`config.mk`:
```
export PLATFORM = sky130hd
export DESIGN_NAME = q2rm_div_lane
export DESIGN_NICKNAME = d
export VERILOG_FILES = /design/src/hdl/q2rm_pkg.sv /design/src/hdl/q2rm_div_lane.sv
export SDC_FILE = /design/constraint.sdc
export NUM_CORES = 2
export LEC_CHECK = 0
export BUFFER_PORTS_ARGS = -buffer_cell sky130_fd_sc_hd__buf_2
export CORE_UTILIZATION = 40
export DETAILED_ROUTE_END_ITERATION = 6
export GPL_TIMING_DRIVEN = 0
export PLACE_DENSITY_LB_ADDON = 0.08
export SLEW_MARGIN = 0
export SYNTH_ARGS = -nofsm -noshare
export SYNTH_HDL_FRONTEND = slang
export SYNTH_SLANG_ARGS = --single-unit
```
`constraint.sdc`:
```
create_clock -name clk -period 4.4 [get_ports clk]
set_input_delay 0.88 -clock clk [delete_from_list [all_inputs] [get_ports clk]]
set_output_delay 0.88 -clock clk [all_outputs]
set_load 0.01 [all_outputs]
```
`src/hdl/q2rm_pkg.sv`:
```
package q2rm_pkg;

    localparam int COMP_W   = 18;
    localparam int PROD_W   = 2 * COMP_W;
    localparam int SUM_W    = PROD_W + 2;
    localparam int NORM_W   = PROD_W + 1;
    localparam int REM_W    = NORM_W + 1;
    localparam int QUO_W    = 16;
    localparam int LANES    = 9;
    localparam int FRONT_STAGES = 2;
    localparam int LANE_STAGES  = QUO_W + 2;
    localparam int DEPTH    = FRONT_STAGES + LANE_STAGES;

    localparam logic signed [COMP_W-1:0] OUT_MAX = 18'sd131071;

    typedef logic signed [COMP_W-1:0] comp_t;
    typedef logic signed [PROD_W-1:0] prod_t;
    typedef logic signed [SUM_W-1:0]  sum_t;
    typedef logic [NORM_W-1:0]        norm_t;
    typedef logic [REM_W-1:0]         rem_t;
    typedef logic [QUO_W-1:0]         quo_t;

    typedef struct packed {
        logic  neg;
        norm_t mag;
    } num_t;

endpackage

```
`src/hdl/q2rm_div_lane.sv`:
```
module q2rm_div_lane (
    input  logic            clk,
    input  logic            en,
    input  q2rm_pkg::num_t  num,
    input  q2rm_pkg::norm_t norm,
    output q2rm_pkg::comp_t entry
);
    import q2rm_pkg::*;

    // Restoring division, one quotient bit per stage, most significant first.
    rem_t  rem_reg  [QUO_W+1];
    quo_t  quo_reg  [QUO_W+1];
    norm_t den_reg  [QUO_W+1];
    logic  neg_reg  [QUO_W+1];
    comp_t entry_reg;
    comp_t entry_next;
    logic [QUO_W:0] rnd;

    always_ff @(posedge clk)
    begin
        if (en)
        begin
            rem_reg[0] <= REM_W'(num.mag);
            quo_reg[0] <= '0;
            den_reg[0] <= norm;
            neg_reg[0] <= num.neg;
        end
    end

    for (genvar k = 0; k < QUO_W; k++)
    begin : g_step
        rem_t trial;
        rem_t part;
        logic bit_q;

        always_comb
        begin
            part  = (k == 0) ? rem_reg[k] : (rem_reg[k] << 1);
            bit_q = (part >= REM_W'(den_reg[k]));
            trial = bit_q ? (part - REM_W'(den_reg[k])) : part;
        end

        always_ff @(posedge clk)
        begin
            if (en)
            begin
                rem_reg[k+1] <= trial;
                quo_reg[k+1] <= {quo_reg[k][QUO_W-2:0], bit_q};
                den_reg[k+1] <= den_reg[k];
                neg_reg[k+1] <= neg_reg[k];
            end
        end
    end

    // Round half away from zero from the extra quotient bit, then clamp and sign.
    always_comb
    begin
        rnd = ((QUO_W+1)'(quo_reg[QUO_W]) + 1'b1) >> 1;
        if (rnd > (QUO_W+1)'(OUT_MAX))
        begin
            entry_next = neg_reg[QUO_W] ? -OUT_MAX - 18'sd1 : OUT_MAX;
        end
        else
        begin
            entry_next = neg_reg[QUO_W] ? -COMP_W'(rnd) : COMP_W'(rnd);
        end
    end

    always_ff @(posedge clk)
    begin
        if (en)
        begin
            entry_reg <= entry_next;
        end
    end

    assign entry = entry_reg;

endmodule

```
==> flow_results.org <==
** Outcome
- The flow ran to the end, and the final reports show no timing, DRC or antenna violations.

** Power
- Combinational logic burns 47.9% of the power.
- Share of total power in sequential cells :: 31.8%
- Peak supply drop :: 0.000386 V
- Switching power summed over all nets :: 27100 µW
- The internal portion of the total power is 39500 µW.
- Net switching share of the total power :: 40.7%
- For this design the static power due to leakage is 0.0361 µW.
- Clock Power Share :: 20.2%
- Power Density :: 755 mW/mm²

** Final layout
- Area Overhead vs Synth :: 13.0%
- The filler cells instantiated in the layout total 18100.
- Post-route insts no fill :: 10200
- Nets :: 8181
- The post-route netlist has 8.47% of its cells at a drive strength greater than 1.

** Critical path
- Kind of start point of the critical path :: register
- The most numerous cell type found on the critical path is a21oi_2.
- The worst register-to-register path ends at rem_reg[0][302].
- Family with the most delay on the worst path :: compound AO/OA/AOI/OAI gates
- By startpoint and endpoint, the worst setup path is classified as register to register.
- Arrival time of data at the critical path endpoint :: 4.82 ns
- Across all register-to-register paths, the minimum setup slack is 0.12 ns.
- Cell-by-cell listing of the critical path :: fa_1 -> nand2b_1 -> a21oi_1 -> o21ai_1 -> a21oi_2 -> a221oi_2 -> a21o_1 -> a21oi_2 -> a31oi_2 -> o41ai_4 -> clkbuf_8 -> nor2_1 -> a21oi_2
- STA classifies the critical path endpoint as a register.
- In this run the critical register-to-register path is launched from den_reg[0][222].
- Biggest cell delay along the critical path :: 0.50 ns
- Measured in cells, the most critical reg-to-reg path has a length of 13.
- STA puts the critical path data required time at 4.93 ns.
- Crit. Startpoint :: den_reg[0][222]
- Counting buffers and inverters, the worst setup path is 13 cells deep.
- Crit Path Max Fanout :: 10
- Crit path buf inv count :: 1
- Following the worst setup path forward leads to its endpoint at rem_reg[0][302].
- Cell with the biggest individual delay on the critical path :: o41ai_4

** Global routing
- Via count of the first global-routing pass :: 56200
- Global-route wire length before repair :: 335 mm
- Pin count of the biggest net entering global routing :: 169
- In the global route stage, overall resource usage came out at 22.5%.
- Grt ovf :: 0
- Initial antenna violation count :: 1

** Clocking
- Clock Latency Late Sink :: 0.82 ns
- Max clock buf depth :: 3
- In this run the number of H-tree levels came out at 4.
- TritonCTS clock tree :: yes
- Buffers inserted to repair hold after CTS numbered 0.
- Clock Pin Slew Worst Setup and Hold Paths :: 0.06 ns
- Buffer cell driving the clock tree root :: clkbuf_16
- Clock Sink Count :: 1355
- In this run, CTS created clock tree buffers numbering 164.

** Timing
- Setup violations remaining at the end of the flow were counted as 0.
- Slew Limit Fails :: 0
- RSZ-0062 raised after global routing :: true
- Worst slew margin relative to its limit :: 15.4%
- After layout, the worst path uses 97.4% of the clock period.
- Final hold violation count :: 0
- Highest clock frequency the design can meet :: 233 MHz
- Shortest clock period the worst path allows after layout :: 4.28 ns
- At the pin with the least slew margin, the transition time is 1.27 ns.
- Setup slack of the critical path after layout :: 0.116 ns
- Clock skew on the completed layout was measured at 0.0302 ns.

** Placed design
- Cell Count Post-Placement :: 9838
- GPL Wtd Cong :: 0.912
- The count of buffers added on input and output ports is 94.
- Before CTS, the worst setup slack after placement is -1.91 ns.
- Post-DP HPWL :: 180 mm

** Routing
- Summed over all nets, wire length on met3 after detailed routing comes to 5.79 mm.
- DRC :: 0
- In the final routed layout, each cell accounts on average for 22.1 µm.
- Vias per std cell :: 5.32
- The pre-antenna-repair detailed-routing pass consisted of 5 iterations.
- After the first detailed-routing iteration, the DRC count stood at 3189.
- Routed wl met2 :: 125 mm
- Uppermost layer routed :: met4
- In this run the remaining antenna-violating nets after routing total 0.
- Vias :: 54100
- Total length of routed wires :: 224 mm
- In the final routing, the length of wire on met1 measures 77.7 mm.

** Yosys
- In this run the biggest area consumer among cell types represents 52.1% of the synthesized area.
- Leading cell types by count after synthesis :: 1355 x edfxtp_1, 722 x inv_1, 676 x a21oi_1, 593 x ha_1, 548 x nand2_1
- Leading register cell type out of synthesis :: edfxtp_1
- Combined area of all synthesized cells :: 0.0780 mm²
- After synthesis the netlist holds a flip-flop and latch count of 1355.
- For this run, the number of Yosys warnings is 0.
- Counting every net in the synthesized netlist gives 7891.
- In the post-synthesis netlist, the biggest area contributors are edfxtp_1 52%, ha_1 9.5%, a21oi_1 4.3%.
- Synth async-reset ratio :: 0%
- In this run, synthesis inferred 1355 flip-flops with an integrated enable.
- Most frequent cell after synthesis :: edfxtp_1
- Cell type with the highest aggregate area in the netlist :: edfxtp_1
- After technology mapping, the gate count stands at 7206.
- Post-synthesis sequential area ratio :: 52.1%
- After synthesis, the netlist uses 99 different library cells.
- Mean instance size in the synthesized netlist :: 10.8 µm²

** Floorplan
- Die span in x :: 444 µm
- Core Rows :: 161
- During I/O placement, the number of pins put on the boundary was 95.
- Total Die Area :: 0.197 mm²
- Measured along the y axis, the die boundary spans 444 µm.
- Once the floorplan was initialized, standard cells occupied 40.4% of the core.
- The total area inside the core boundary comes to 0.193 mm².

** Min path
- In this run the worst hold path is classified as primary input to register.
- Source of the worst hold timing path :: num[31]

** Run
- The tool flagged a number of max-cap violations equal to 0.
[area by class of cell]
| cell class | count | area (µm²) | share of cell area [%] |
|---|---|---|---|
| Sequential cell | 1355 | 40700 | 46.2 |
| Tap cell | 2526 | 3160 | 3.59 |
| Timing Repair Buffer | 128 | 962 | 1.09 |
| Antenna cell | 3 | 7.51 | 0.00852 |
| Clock inverter | 90 | 1010 | 1.15 |
| Buffer | 182 | 880 | 0.998 |
| Multi-Input combinational cell | 4943 | 34500 | 39.1 |
| Inverter | 722 | 2710 | 3.08 |
| Clock buffer | 205 | 4280 | 4.85 |
[what timing repair did]
action / CTS / global route
gates cloned: 0 / 0
setup endpoints to repair: 509 / 175
pin swaps: 12 / 8
buffers inserted: 16 / 6
resized for setup: 156 / 41
[kinds of logic (layout without fill, tap and decap cells)]
family,Yosys count,after routing,share of synthesized area (%)
other,0,3,0
flip-flops,1355,1355,52.1
multiplexers,119,119,1.71
AO/OA/AOI/OAI,2016,2016,16.0
AND/OR/NAND/NOR,1693,1693,10.2
buffers and inverters,908,1327,4.44
XOR/XNOR,507,507,5.69
adder cells (fa/ha/maj),608,608,9.89
[how the worst min path moves through the flow]
stage / slack [ns] / to / depth (start not counted)
after global routing: 0.18 / den_reg[0][3] / 1
final: 0.24 / rem_reg[0][31] / 1
after CTS: 0.16 / neg_reg[0][0] / 1
after floorplan: 0.40 / neg_reg[0][1] / 0
after global placement: 0.40 / quo_reg[13][12] / 0
after detailed placement: 0.40 / quo_reg[10][8] / 0
[routing by layer]
metal,vias up,GRT usage [%]
met2,965,45.4
li1,26900,-
met3,475,2.61
met1,25700,21.1
met4,0,14.3
met5,-,0
[worst reg2reg max path, delay by kind of cell (launching register included)]
family                     cells  cell delay, ns
adders and majority gates      1            0.45
AOI/OAI and AO/OA              9            2.52
buffers and inverters          1            0.31
and+or+nand+nor                2            0.25
DFF                            1            0.47
[per-stage QoR]
stage	util, %	area [µm²]	power [µW]	TNS (ns)	hold WS, ns
after global placement	42.3	81700	53000	-	0.400
after floorplan	-	78000	42100	0	0.400
final	45.6	88200	66500	0	0.241
after detailed placement	42.4	82000	52600	-341.12	0.405
after global routing	45.6	88100	70900	-0.314	0.181
after CTS	45.5	88000	67100	-0.0211	0.156
[power groups by stage]
stage / sequential, µW / clock [µW] / combinational (µW)
after global routing: 21500 / 14300 / 35000
after CTS: 21200 / 13900 / 32000
after global placement: 22000 / 0 / 31000
after floorplan: 20500 / 0 / 21600
after detailed placement: 21500 / 0 / 31100
final: 21200 / 13500 / 31900
[layout by cell type (no fill, tap or decap), drive strengths merged, types with 69 or more instances in the layout]
cell type	count
nand4	93
nand2	548
xnor2	274
nor2b	76
buf	161
nor3	75
mux2	113
a21oi	677
nand2b	90
o21ai	509
clkbuf	353
o21bai	69
nor2	449
nand3	149
edfxtp	1355
ha	593
inv	727
xor2	233
a21o	337
Note: power is estimated with default switching activity, not from simulation.
